==> config.mk <==
export PLATFORM = sky130hd
export DESIGN_NAME = nd_array_pad_copy_address_gen
export DESIGN_NICKNAME = d
export VERILOG_FILES = /design/src/hw/rtl/ndpc_pkg.sv /design/src/hw/rtl/nd_array_pad_copy_address_gen.sv /design/src/hw/rtl/ndpc_ctrl.sv /design/src/hw/rtl/ndpc_dp.sv
export SDC_FILE = /design/constraint.sdc
export NUM_CORES = 2
export LEC_CHECK = 0
export BUFFER_PORTS_ARGS = -buffer_cell sky130_fd_sc_hd__buf_2
export CORE_ASPECT_RATIO = 1.75
export CORE_MARGIN = 4
export CORE_UTILIZATION = 35
export CTS_BUF_LIST = sky130_fd_sc_hd__clkbuf_8
export CTS_CLUSTER_DIAMETER = 120
export DETAILED_ROUTE_END_ITERATION = 6
export GPL_ROUTABILITY_DRIVEN = 0
export SYNTH_ARGS = -nofsm -noshare
export SYNTH_HDL_FRONTEND = slang
export SYNTH_SLANG_ARGS = --single-unit
==> constraint.sdc <==
create_clock -name clk_i -period 8.85 [get_ports clk_i]
set_clock_uncertainty 0.15 [all_clocks]
set_input_delay 1.77 -clock clk_i [delete_from_list [all_inputs] [get_ports clk_i]]
set_output_delay 1.77 -clock clk_i [all_outputs]
set_load 0.02 [all_outputs]
==> src/hw/rtl/ndpc_pkg.sv <==
package ndpc_pkg;

  // Fixed field widths
  localparam int unsigned OFF_W     = 32;
  localparam int unsigned CFG_W     = 32;
  localparam int unsigned DIM_CNT_W = 3;
  localparam int unsigned CFG_IDX_W = 2;

  // Configuration register indexes
  localparam logic [CFG_IDX_W-1:0] CFG_DIM_COUNT    = 2'd0;
  localparam logic [CFG_IDX_W-1:0] CFG_SRC_EXTENTS  = 2'd1;
  localparam logic [CFG_IDX_W-1:0] CFG_DST_EXTENTS  = 2'd2;

  // Reset values
  localparam logic [DIM_CNT_W-1:0] DIM_COUNT_RST = 3'd1;
  localparam logic [CFG_W-1:0]     EXTENTS_RST   = 32'h0101_0101;

  // Controller -> datapath
  typedef struct packed {
    logic start;   // word accepted: clear/init accumulators and counters
    logic step;    // one dimension of multiply-accumulate
    logic finish;  // load output register, advance odometer
  } cmd_t;

  // Datapath -> controller
  typedef struct packed {
    logic k_zero;  // current step is the last dimension (dim 0)
  } sts_t;

endpackage

==> src/hw/rtl/nd_array_pad_copy_address_gen.sv <==
// Address generator for an N-dimensional crop/pad copy: each input word
// (restart bit) yields one word holding the row-major source offset, the
// destination offset and a last flag, walking the index region shared by
// both arrays with the last dimension fastest and wrapping to zero after
// the last element. Each item runs a load step, then a step for each
// active dimension (clamped dim_count of 1..MAX_DIMS) through the shared
// multiply-accumulate unit of each array, then a step that loads the output
// register once it is free and steps the odometer, before the next accept.
// The output register lets a new word be accepted while a result waits.
// Configuration is written through a port that is always ready; writes are
// only meant to land while no word is in flight.
module nd_array_pad_copy_address_gen
  import ndpc_pkg::*;
#(
  parameter int unsigned MAX_DIMS    = 4,
  parameter int unsigned EXTENT_BITS = 8
) (
  input  logic                 clk_i,
  input  logic                 rst_ni,
  // configuration write channel
  input  logic                 cfg_valid_i,
  output logic                 cfg_ready_o,
  input  logic [CFG_IDX_W-1:0] cfg_index_i,
  input  logic [CFG_W-1:0]     cfg_data_i,
  // input channel
  input  logic                 in_valid_i,
  output logic                 in_ready_o,
  input  logic                 restart_i,
  // output channel
  output logic                 out_valid_o,
  input  logic                 out_ready_i,
  output logic [OFF_W-1:0]     src_offset_o,
  output logic [OFF_W-1:0]     dst_offset_o,
  output logic                 last_o
);

  cmd_t cmd;
  sts_t sts;

  // config writes take effect immediately
  assign cfg_ready_o = 1'b1;

  ndpc_ctrl u_ctrl (
    .clk_i       (clk_i),
    .rst_ni      (rst_ni),
    .in_valid_i  (in_valid_i),
    .in_ready_o  (in_ready_o),
    .out_valid_o (out_valid_o),
    .out_ready_i (out_ready_i),
    .sts_i       (sts),
    .cmd_o       (cmd)
  );

  ndpc_dp #(
    .MAX_DIMS    (MAX_DIMS),
    .EXTENT_BITS (EXTENT_BITS)
  ) u_dp (
    .clk_i        (clk_i),
    .rst_ni       (rst_ni),
    .cfg_we_i     (cfg_valid_i & cfg_ready_o),
    .cfg_index_i  (cfg_index_i),
    .cfg_data_i   (cfg_data_i),
    .restart_i    (restart_i),
    .cmd_i        (cmd),
    .sts_o        (sts),
    .src_offset_o (src_offset_o),
    .dst_offset_o (dst_offset_o),
    .last_o       (last_o)
  );

  // Never load the output register over a word not yet taken
  a_no_overwrite: assert property (@(posedge clk_i) disable iff (!rst_ni)
    cmd.finish |-> (!out_valid_o || out_ready_i))
    else $error("output word overwritten");

  // One word in flight: no accept in the cycle after an accept
  a_one_in_flight: assert property (@(posedge clk_i) disable iff (!rst_ni)
    (in_valid_i && in_ready_o) |=> !in_ready_o)
    else $error("second word accepted while busy");

  // Controller issues at most one command per cycle
  a_one_cmd: assert property (@(posedge clk_i) disable iff (!rst_ni)
    $onehot0({cmd.start, cmd.step, cmd.finish}))
    else $error("conflicting datapath commands");

  // A finish is always followed by a valid output word
  a_finish_valid: assert property (@(posedge clk_i) disable iff (!rst_ni)
    cmd.finish |=> out_valid_o)
    else $error("finished word not presented");

endmodule

==> src/hw/rtl/ndpc_ctrl.sv <==
module ndpc_ctrl
  import ndpc_pkg::*;
(
  input  logic clk_i,
  input  logic rst_ni,
  input  logic in_valid_i,
  output logic in_ready_o,
  output logic out_valid_o,
  input  logic out_ready_i,
  input  sts_t sts_i,
  output cmd_t cmd_o
);

  typedef enum logic [2:0] {
    ST_IDLE = 3'b001,
    ST_RUN  = 3'b010,
    ST_FIN  = 3'b100
  } state_e;

  state_e state_q, state_d;
  logic   out_valid_q, out_valid_d;
  logic   out_free;

  assign out_free   = !out_valid_q || out_ready_i;
  assign in_ready_o = (state_q == ST_IDLE);

  always_comb begin
    state_d = state_q;
    cmd_o   = '0;
    unique case (state_q)
      ST_IDLE: begin
        if (in_valid_i) begin
          cmd_o.start = 1'b1;
          state_d     = ST_RUN;
        end
      end
      ST_RUN: begin
        cmd_o.step = 1'b1;
        if (sts_i.k_zero) begin
          state_d = ST_FIN;
        end
      end
      ST_FIN: begin
        if (out_free) begin
          cmd_o.finish = 1'b1;
          state_d      = ST_IDLE;
        end
      end
      default: begin
        state_d = ST_IDLE;
      end
    endcase
  end

  always_comb begin
    out_valid_d = out_valid_q;
    if (cmd_o.finish) begin
      out_valid_d = 1'b1;
    end else if (out_ready_i) begin
      out_valid_d = 1'b0;
    end
  end

  assign out_valid_o = out_valid_q;

  always_ff @(posedge clk_i or negedge rst_ni) begin
    if (!rst_ni) begin
      state_q     <= ST_IDLE;
      out_valid_q <= 1'b0;
    end else begin
      state_q     <= state_d;
      out_valid_q <= out_valid_d;
    end
  end

endmodule

==> src/hw/rtl/ndpc_dp.sv <==
module ndpc_dp
  import ndpc_pkg::*;
#(
  parameter int unsigned MAX_DIMS    = 4,
  parameter int unsigned EXTENT_BITS = 8
) (
  input  logic                 clk_i,
  input  logic                 rst_ni,
  input  logic                 cfg_we_i,
  input  logic [CFG_IDX_W-1:0] cfg_index_i,
  input  logic [CFG_W-1:0]     cfg_data_i,
  input  logic                 restart_i,
  input  cmd_t                 cmd_i,
  output sts_t                 sts_o,
  output logic [OFF_W-1:0]     src_offset_o,
  output logic [OFF_W-1:0]     dst_offset_o,
  output logic                 last_o
);

  localparam int unsigned IDX_W  = (MAX_DIMS > 1) ? $clog2(MAX_DIMS) : 1;
  localparam int unsigned DCNT_W = $clog2(MAX_DIMS + 1);
  localparam int unsigned PAD_W  = OFF_W - EXTENT_BITS;

  // Configuration
  logic [DIM_CNT_W-1:0] dim_count_q;
  logic [CFG_W-1:0]     src_ext_q, dst_ext_q;

  // Walk state
  logic [EXTENT_BITS-1:0] cnt_q [MAX_DIMS];
  logic [EXTENT_BITS-1:0] cnt_d [MAX_DIMS];
  logic [IDX_W-1:0]       k_q, k_d;
  logic [OFF_W-1:0]       src_acc_q, src_acc_d, dst_acc_q, dst_acc_d;
  logic [OFF_W-1:0]       src_str_q, src_str_d, dst_str_q, dst_str_d;
  logic [OFF_W-1:0]       src_off_q, dst_off_q;
  logic                   last_q;

  logic [DCNT_W-1:0]      act;
  logic [EXTENT_BITS-1:0] se [MAX_DIMS];
  logic [EXTENT_BITS-1:0] de [MAX_DIMS];
  logic [EXTENT_BITS-1:0] lim [MAX_DIMS];
  logic [EXTENT_BITS-1:0] cnt_adv [MAX_DIMS];
  logic                   all_end;
  logic [OFF_W-1:0]       c_ext, se_ext, de_ext;

  always_ff @(posedge clk_i or negedge rst_ni) begin
    if (!rst_ni) begin
      dim_count_q <= DIM_COUNT_RST;
      src_ext_q   <= EXTENTS_RST;
      dst_ext_q   <= EXTENTS_RST;
    end else if (cfg_we_i) begin
      unique case (cfg_index_i)
        CFG_DIM_COUNT:   dim_count_q <= cfg_data_i[DIM_CNT_W-1:0];
        CFG_SRC_EXTENTS: src_ext_q   <= cfg_data_i;
        CFG_DST_EXTENTS: dst_ext_q   <= cfg_data_i;
        default: ;
      endcase
    end
  end

  // Active dimension count, clamped to 1..MAX_DIMS
  always_comb begin
    if (dim_count_q == '0) begin
      act = DCNT_W'(1);
    end else if (32'(dim_count_q) > MAX_DIMS) begin
      act = DCNT_W'(MAX_DIMS);
    end else begin
      act = DCNT_W'(dim_count_q);
    end
  end

  // Per-dimension extents and shared-region limits; zero reads as one,
  // a field that starts past the register reads as one
  always_comb begin
    logic [CFG_W-1:0] sh_s, sh_d;
    sh_s = '0;
    sh_d = '0;
    for (int i = 0; i < MAX_DIMS; i++) begin
      if (i * EXTENT_BITS >= CFG_W) begin
        se[i] = EXTENT_BITS'(1);
        de[i] = EXTENT_BITS'(1);
      end else begin
        sh_s  = src_ext_q >> (i * EXTENT_BITS);
        sh_d  = dst_ext_q >> (i * EXTENT_BITS);
        se[i] = (sh_s[EXTENT_BITS-1:0] == '0) ? EXTENT_BITS'(1) : sh_s[EXTENT_BITS-1:0];
        de[i] = (sh_d[EXTENT_BITS-1:0] == '0) ? EXTENT_BITS'(1) : sh_d[EXTENT_BITS-1:0];
      end
      lim[i] = ((se[i] < de[i]) ? se[i] : de[i]) - EXTENT_BITS'(1);
    end
  end

  // Last flag and odometer advance (last dimension fastest)
  always_comb begin
    logic carry;
    carry   = 1'b1;
    all_end = 1'b1;
    for (int i = MAX_DIMS - 1; i >= 0; i--) begin
      cnt_adv[i] = cnt_q[i];
      if (i < int'(act)) begin
        if (cnt_q[i] < lim[i]) begin
          all_end = 1'b0;
        end
        if (carry) begin
          if (cnt_q[i] < lim[i]) begin
            cnt_adv[i] = cnt_q[i] + EXTENT_BITS'(1);
            carry      = 1'b0;
          end else begin
            cnt_adv[i] = '0;
          end
        end
      end
    end
  end

  // One dimension per step: offset += index * stride, stride *= extent
  assign c_ext  = {{PAD_W{1'b0}}, cnt_q[k_q]};
  assign se_ext = {{PAD_W{1'b0}}, se[k_q]};
  assign de_ext = {{PAD_W{1'b0}}, de[k_q]};

  always_comb begin
    k_d       = k_q;
    src_acc_d = src_acc_q;
    dst_acc_d = dst_acc_q;
    src_str_d = src_str_q;
    dst_str_d = dst_str_q;
    for (int i = 0; i < MAX_DIMS; i++) begin
      cnt_d[i] = cnt_q[i];
    end
    priority if (cmd_i.start) begin
      k_d       = IDX_W'(act - DCNT_W'(1));
      src_acc_d = '0;
      dst_acc_d = '0;
      src_str_d = OFF_W'(1);
      dst_str_d = OFF_W'(1);
      for (int i = 0; i < MAX_DIMS; i++) begin
        if (restart_i || i >= int'(act)) begin
          cnt_d[i] = '0;
        end
      end
    end else if (cmd_i.step) begin
      k_d       = k_q - IDX_W'(1);
      src_acc_d = src_acc_q + c_ext * src_str_q;
      dst_acc_d = dst_acc_q + c_ext * dst_str_q;
      src_str_d = src_str_q * se_ext;
      dst_str_d = dst_str_q * de_ext;
    end else if (cmd_i.finish) begin
      for (int i = 0; i < MAX_DIMS; i++) begin
        cnt_d[i] = cnt_adv[i];
      end
    end else begin
    end
  end

  always_ff @(posedge clk_i or negedge rst_ni) begin
    if (!rst_ni) begin
      for (int i = 0; i < MAX_DIMS; i++) begin
        cnt_q[i] <= '0;
      end
    end else begin
      for (int i = 0; i < MAX_DIMS; i++) begin
        cnt_q[i] <= cnt_d[i];
      end
    end
  end

  always_ff @(posedge clk_i) begin
    k_q       <= k_d;
    src_acc_q <= src_acc_d;
    dst_acc_q <= dst_acc_d;
    src_str_q <= src_str_d;
    dst_str_q <= dst_str_d;
    if (cmd_i.finish) begin
      src_off_q <= src_acc_q;
      dst_off_q <= dst_acc_q;
      last_q    <= all_end;
    end
  end

  assign sts_o.k_zero = (k_q == '0);
  assign src_offset_o = src_off_q;
  assign dst_offset_o = dst_off_q;
  assign last_o       = last_q;

endmodule

After elaboration in Yosys (flattened, before gate mapping):

Index checks and enable logic that the tools add are counted.

* flip-flop bits (word level): 298
* output and inout port bits: 68

* reduce and logical (&&, ||, !) cells: 35
* bitwise gates (word level): 1
* add/subtract/negate cells: 12
* eq/ne operators: 13
* multiply operators: 4
* muxes and demuxes: 68
* magnitude comparators: 18

Operators by type and width (count)
* 8-bit two-way mux: 33
* 32-bit two-way mux: 3
* 32-bit adder: 2
* 8-bit zero test: 8
* 8-bit less-than comparator: 8
* 32-bit by 8-bit multiplier with 32-bit output: 2
* 8-bit by 32-bit multiplier with 32-bit output: 2
* 8-bit binary-select mux with 2-bit select: 3
* 8-bit by 1-bit adder with 8-bit output (second input constant): 4
* 8-bit by 1-bit subtractor with 8-bit output (second input constant): 4
* 1-bit two-way mux: 21
* 2-bit nonzero test: 10
* 3-bit two-way mux: 5
* 5-bit AND reduction: 3
* 2-bit by 1-bit != test with 1-bit output (second input constant): 6
* 3-bit case mux with 3 select lines: 1
* 1-bit by 3-bit greater-or-equal comparator with 1-bit output (first input constant): 2
* 2-bit by 3-bit greater-or-equal comparator with 1-bit output (first input constant): 2
* 1-bit by 3-bit less-than comparator with 1-bit output (first input constant): 2
* 2-bit by 3-bit less-than comparator with 1-bit output (first input constant): 2
* 2-bit AND reduction: 3
* 1-bit logical OR: 5
* 2-bit zero test: 2
* 2-bit two-way mux: 2
* other kinds (14): 16

Longest topological paths before layout:

* depth after elaboration: 17
* gate-level depth with buffers: 26
* mapped depth without buffers: 24

Modules after synthesis:

From an unflattened synthesis, not the netlist that was laid out.

* cell total of the unflattened synthesis: 4498
* area total of the unflattened synthesis: 41532.3 um2

Modules (own cells, without submodules)
* ndpc_dp: instances 1, cells an instance 4474, seq. area each 7063.0 um2, area an instance 41282.1 um2
* ndpc_ctrl: instances 1, cells an instance 22, seq. area each 101.3 um2, area an instance 239.0 um2
* nd_array_pad_copy_address_gen: instances 1, cells an instance 2, seq. area each 0.0 um2, area an instance 11.3 um2

Worst setup path after synthesis:

No wires, ideal clock.

* kind: reg2reg
* start point: register u_dp.k_q[0]
* end point: register u_dp.src_str_q[31]
* cell stages (with the launch flop): 22
* path buffers: 4
* data required time: 8.571 ns
* arrival time: 6.281 ns
* clock period less this slack: 6.560 ns
* slack: 2.290 ns
* cells stage by stage: edfxtp_1 buf_2 buf_2 buf_4 mux4_2 clkbuf_1 and2_1 fa_1 fa_1 fa_1 fa_1 ha_1 a211o_1 or4_1 o21a_1 a21oi_2 nor3_1 or4_4 a311o_1 xnor2_2 mux2i_1 a21oi_2

* longest elaborated chain between the ends: 5

Ends and longest elaborated chain
* from (decl): line ndpc_dp.sv:31 `logic [IDX_W-1:0] k_q, k_d;`
* from (signal assigned): line ndpc_dp.sv:166 `k_q <= k_d;`
* 2-bit inverter with 3-bit output (not written as such): line ndpc_dp.sv:116 `assign se_ext = {{PAD_W{1'b0}}, se[k_q]};`
* 8-bit binary-select mux with 2-bit select: line ndpc_dp.sv:116
* 8-bit two-way mux (not written as such) (2 in series): line ndpc_dp.sv:116
* 32-bit by 8-bit multiplier with 32-bit output: line ndpc_dp.sv:143 `src_str_d = src_str_q * se_ext;`
* to (signal assigned): line ndpc_dp.sv:169 `src_str_q <= src_str_d;`
* to (decl): line ndpc_dp.sv:33 `logic [OFF_W-1:0] src_str_q, src_str_d, dst_str_q, dst_str_d;`

Every way passes these cells. The select of a mux whose other input is x is not followed.
A chain may end at the register's enable or synchronous reset.

Final worst setup path:

* start point: register u_dp.k_q[0]
* end point: register u_dp.src_acc_q[31]

* longest elaborated chain between the ends: 6

Ends and longest elaborated chain
* 2-bit inverter with 3-bit output (not written as such): line ndpc_dp.sv:115 `assign c_ext = {{PAD_W{1'b0}}, cnt_q[k_q]};`
* 8-bit binary-select mux with 2-bit select: line ndpc_dp.sv:115
* 8-bit two-way mux (not written as such) (2 in series): line ndpc_dp.sv:115
* 8-bit by 32-bit multiplier with 32-bit output: line ndpc_dp.sv:141 `src_acc_d = src_acc_q + c_ext * src_str_q;`
* 32-bit adder: line ndpc_dp.sv:141
* to (signal assigned): line ndpc_dp.sv:167 `src_acc_q <= src_acc_d;`
* to (decl): line ndpc_dp.sv:32 `logic [OFF_W-1:0] src_acc_q, src_acc_d, dst_acc_q, dst_acc_d;`

Every way passes these cells. The select of a mux whose other input is x is not followed.

==> flow_metrics.py <==
metrics = {
    "detailed_routing": {
        "wl_mm": 114,
        "dr.pass1.iters": 5,
        "first_iter_violations": 1529,
        "drt-vias-per-instance": 5.13,
        "wire_per_inst_um": 19.3,
        "drcViolationCount": 0,
        "final_antenna_net_count": 0,
        "vias": 30300,
    },
    "sta": {
        "relSlewSlack_pct": 27.5,
        "layout_setup_ws_ps": 1000,
        "setup-tns-final_ps": 0,
        "max_freq_ghz": 0.127,
        "maxSlewViolCount": 0,
        "period_share_pct": 88.7,
        "rsz0062_at_grt": "no",
        "worst_slew_pin_slew_ps": 1080,
        "layout_min_cycle_time_ps": 7850,
        "setup_violations": 0,
        "hold_viol": 0,
    },
    "die": {
        "initial_core_util_pct": 35.2,
        "die_y_um": 459,
        "rows": 165,
        "ioPinCount": 108,
        "dieWidth_um": 266,
        "core_um2": 116000,
        "die_area_um2": 122000,
    },
    "power_and_ir_drop": {
        "intPower_mw": 5.72,
        "combPwrFrac_pct": 66.2,
        "total_power_mw": 12.0,
        "netSwitchingPower_mw": 6.26,
        "ir_drop_uv": 148,
        "p_per_area_nw_per_um2": 273,
        "p_seq_share_pct": 20.8,
        "p_sw_share_pct": 52.3,
        "leakage_nw": 19.8,
        "clock_power_share_pct": 13.1,
    },
    "grt": {
        "grtUsageTotal_pct": 19.0,
        "antenna_found_initial": 6,
        "grt-ovfl-total": 0,
        "grt_start_max_net_pins": 65,
        "met1_usage_pct": 20.5,
        "use_met2_pct": 36.3,
        "grt_pass1_wl_mm": 183,
        "grt_pass1_vias": 33300,
        "busiest_layer": "met2",
        "use_met3_pct": 2.11,
    },
    "synth": {
        "synth_simple_gate_area_share_pct": 17.3,
        "ys.flop_type": "dfxtp_1",
        "yosysSeqAreaShare_pct": 17.6,
        "yosys_warnings": 0,
        "synthCells": 4393,
        "avgSynthCellArea_um2": 9.26,
        "yosysUniqueCellTypes": 79,
        "async_reset_ff_share_pct": 34.6,
        "synth_compound_area_share_pct": 8.56,
        "synth-adder-area-share_pct": 40.5,
        "synth_fp_nets": 5340,
        "synth_edf_count": 67,
        "synthXorXnorAreaFrac_pct": 3.78,
        "ys_ff_latch": 298,
        "synth_top_family_by_area": "adder cells",
        "netlist_area_um2": 40700,
        "synth.mux.area_fraction_pct": 3.53,
    },
    "cts": {
        "cts_sinks": 298,
        "hold_buffers": 0,
        "cts_buffers": 54,
        "h-tree-depth": 2,
        "cts_setup_buffers": 0,
        "clkTransAtPathRegs_ps": 70,
        "cts_tree": "done",
        "clockBufferDepth": 3,
        "cts_resized": 0,
        "clk_latency_ps": 730,
        "root_buffer": "clkbuf_8",
    },
    "setup_path": {
        "crit_buf_inv": 4,
        "required_ps": 9330,
        "reg2reg_from": "u_dp.k_q[0]$_DFFE_PP_",
        "arrival_ps": 8330,
        "endpoint_kind": "flop",
        "crit_chain": "buf_4 -> mux4_2 -> buf_4 -> and2_1 -> fa_1 -> inv_1 -> fa_1 -> fa_1 -> inv_1 -> fa_1 -> ha_1 -> and3_1 -> and3_1 -> nand2_1 -> nor3_1 -> a21boi_0 -> o2111ai_1 -> and3_1 -> o41ai_1 -> xnor2_1 -> nand2_1 -> a21oi_1",
        "ff2ff_setup_slack_ps": 1000,
        "r2r_cells": 22,
        "crit_type": "flop to flop",
        "startpoint_type": "flop",
        "crit_path_top_delay_cell": "mux4_2",
        "path_common_cell": "fa_1",
        "worstPathMaxFanout": 30,
        "worstReg2RegEnd": "u_dp.src_acc_q[31]$_SDFFE_PP0P_",
        "crit_family": "adder cells",
        "cpPeakStageDelay_ps": 850,
    },
    "final_layout": {
        "drive_above_1_share_pct": 8.08,
        "fill_cells": 11700,
        "fin_nets": 5307,
        "syn2layout_area_growth_pct": 7.68,
    },
    "min_path": {
        "hp-class": "flop to flop",
        "min_from": "u_dp.dst_acc_q[29]$_SDFFE_PP0P_",
        "min_path_cells": 0,
        "holdPathEnd": "u_dp.dst_offset_o[29]$_DFFE_PP_",
    },
    "outcome": {
        "outcome": "finished clean",
    },
    "flow_run": {
        "cap_violations": 0,
    },
    "placed_design": {
        "io_buffers": 106,
        "dp_slack_ps": 618,
        "hpwl_mm": 88.8,
    },
}
[flip-flops by register name, indices dropped and copies added (netlist names)]
register,flops
u_ctrl.out_valid_o,1
u_dp.src_offset_o,32
u_ctrl.state_q,3
u_dp.dst_offset_o,32
u_dp.dst_str_q,32
u_dp.dst_acc_q,32
u_dp.src_acc_q,32
u_dp.dst_ext_q,32
u_dp.last_o,1
u_dp.cnt_q,32
u_dp.src_ext_q,32
u_dp.src_str_q,32
u_dp.k_q,2
u_dp.dim_count_q,3
[power by group through the flow]
stage               clock network, mW  registers, mW  logic (mW)
CTS                              1.64           2.50        8.01
global route                     1.67           2.53        9.01
detailed placement                  0           2.52        7.90
global placement                    0           2.52        7.80
floorplan                           0           1.91        6.07
finish                           1.56           2.49        7.93
[cell usage after synthesis, drive strengths merged (86+ instances only)]
| cell | count | area, um2 |
|---|---|---|
| xnor2 | 110 | 971 |
| ha | 223 | 2790 |
| o21ai | 191 | 956 |
| nand3 | 86 | 430 |
| dfrtp | 93 | 2330 |
| dfxtp | 128 | 2560 |
| and2 | 473 | 2960 |
| fa | 684 | 13700 |
| nand2 | 561 | 2110 |
| a21oi | 117 | 593 |
| inv | 707 | 2650 |
| clkbuf | 214 | 803 |
| nor2 | 97 | 364 |
[per-stage QoR]
stage,area (um2),instances,hold slack (ps),utilization (%)
finish,43800,5911,257,37.9
global route,43800,5910,285,37.9
CTS,43800,5908,265,37.9
detailed placement,42500,5806,264,36.8
global placement,42500,5806,265,36.8
floorplan,40700,4393,258,-
[area by class of cell]
cell class / instances / area [um2] / area share, %
multi-input cells: 3152 / 30000 / 68.5
clock inverters: 38 / 375 / 0.857
well taps: 1503 / 1880 / 4.29
diodes: 2 / 5.00 / 0.0114
flip-flops and latches: 298 / 7160 / 16.3
inverters: 708 / 2660 / 6.07
clock buffers: 64 / 881 / 2.01
repair buffers: 146 / 853 / 1.95
[cell families after synthesis]
family | count (synthesis)
and+or+nand+nor | 1405
buffers and inverters | 943
adders and majority gates | 907
AOI/OAI and AO/OA | 559
DFF | 298
xor gates and xnor gates | 175
muxes | 105
other | 1
[worst max-delay path by stage]
stage / from / end / slack, ps / depth (start not counted)
after floorplan: u_dp.k_q[0]$_DFFE_PP_ / u_dp.src_str_q[31]$_SDFFE_PP0P_ / 2290 / 21
after global placement: u_dp.k_q[1]$_DFFE_PP_ / u_dp.src_acc_q[31]$_SDFFE_PP0P_ / 730 / 22
after detailed placement: u_dp.k_q[1]$_DFFE_PP_ / u_dp.src_acc_q[31]$_SDFFE_PP0P_ / 620 / 22
after CTS: u_dp.k_q[1]$_DFFE_PP_ / u_dp.src_acc_q[31]$_SDFFE_PP0P_ / 590 / 22
after global routing: u_dp.k_q[0]$_DFFE_PP_ / u_dp.src_acc_q[31]$_SDFFE_PP0P_ / 520 / 22
final: u_dp.k_q[0]$_DFFE_PP_ / u_dp.src_acc_q[31]$_SDFFE_PP0P_ / 1000 / 22
[metal layers]
layer,part of all wire [%],up-vias
met3,3.5,301
li1,-,13700
met4,5.8,2
met5,0.011,-
met2,54,700
met1,37,15600
[placed cells by master (no fill, tap or decap), drive strengths merged, types with 8 or more instances in the layout]
cell / netlist / layout
nand3: 86 / 86
a31oi: 12 / 12
mux2: 68 / 68
clkbuf: 214 / 64
and2: 473 / 473
nand2: 561 / 561
dfrtp: 93 / 93
nor2b: 25 / 25
a21oi: 117 / 117
xnor2: 110 / 110
o21bai: 13 / 13
a211oi: 11 / 11
mux4: 24 / 24
o31ai: 30 / 30
or2: 8 / 8
ha: 223 / 223
inv: 707 / 725
nor4: 10 / 10
dfstp: 10 / 10
buf: 21 / 146
nor2: 97 / 97
fa: 684 / 684
edfxtp: 67 / 67
a31o: 8 / 8
o211ai: 10 / 10
nand2b: 39 / 39
o22ai: 25 / 25
and3: 34 / 34
mux2i: 13 / 13
or3: 10 / 10
o21a: 21 / 21
dfxtp: 128 / 128
xor2: 65 / 65
nand4: 8 / 8
clkinv: 1 / 12
a21o: 67 / 67
o21ai: 191 / 191
nor3: 32 / 32
Power figures use the tool's default switching activity.
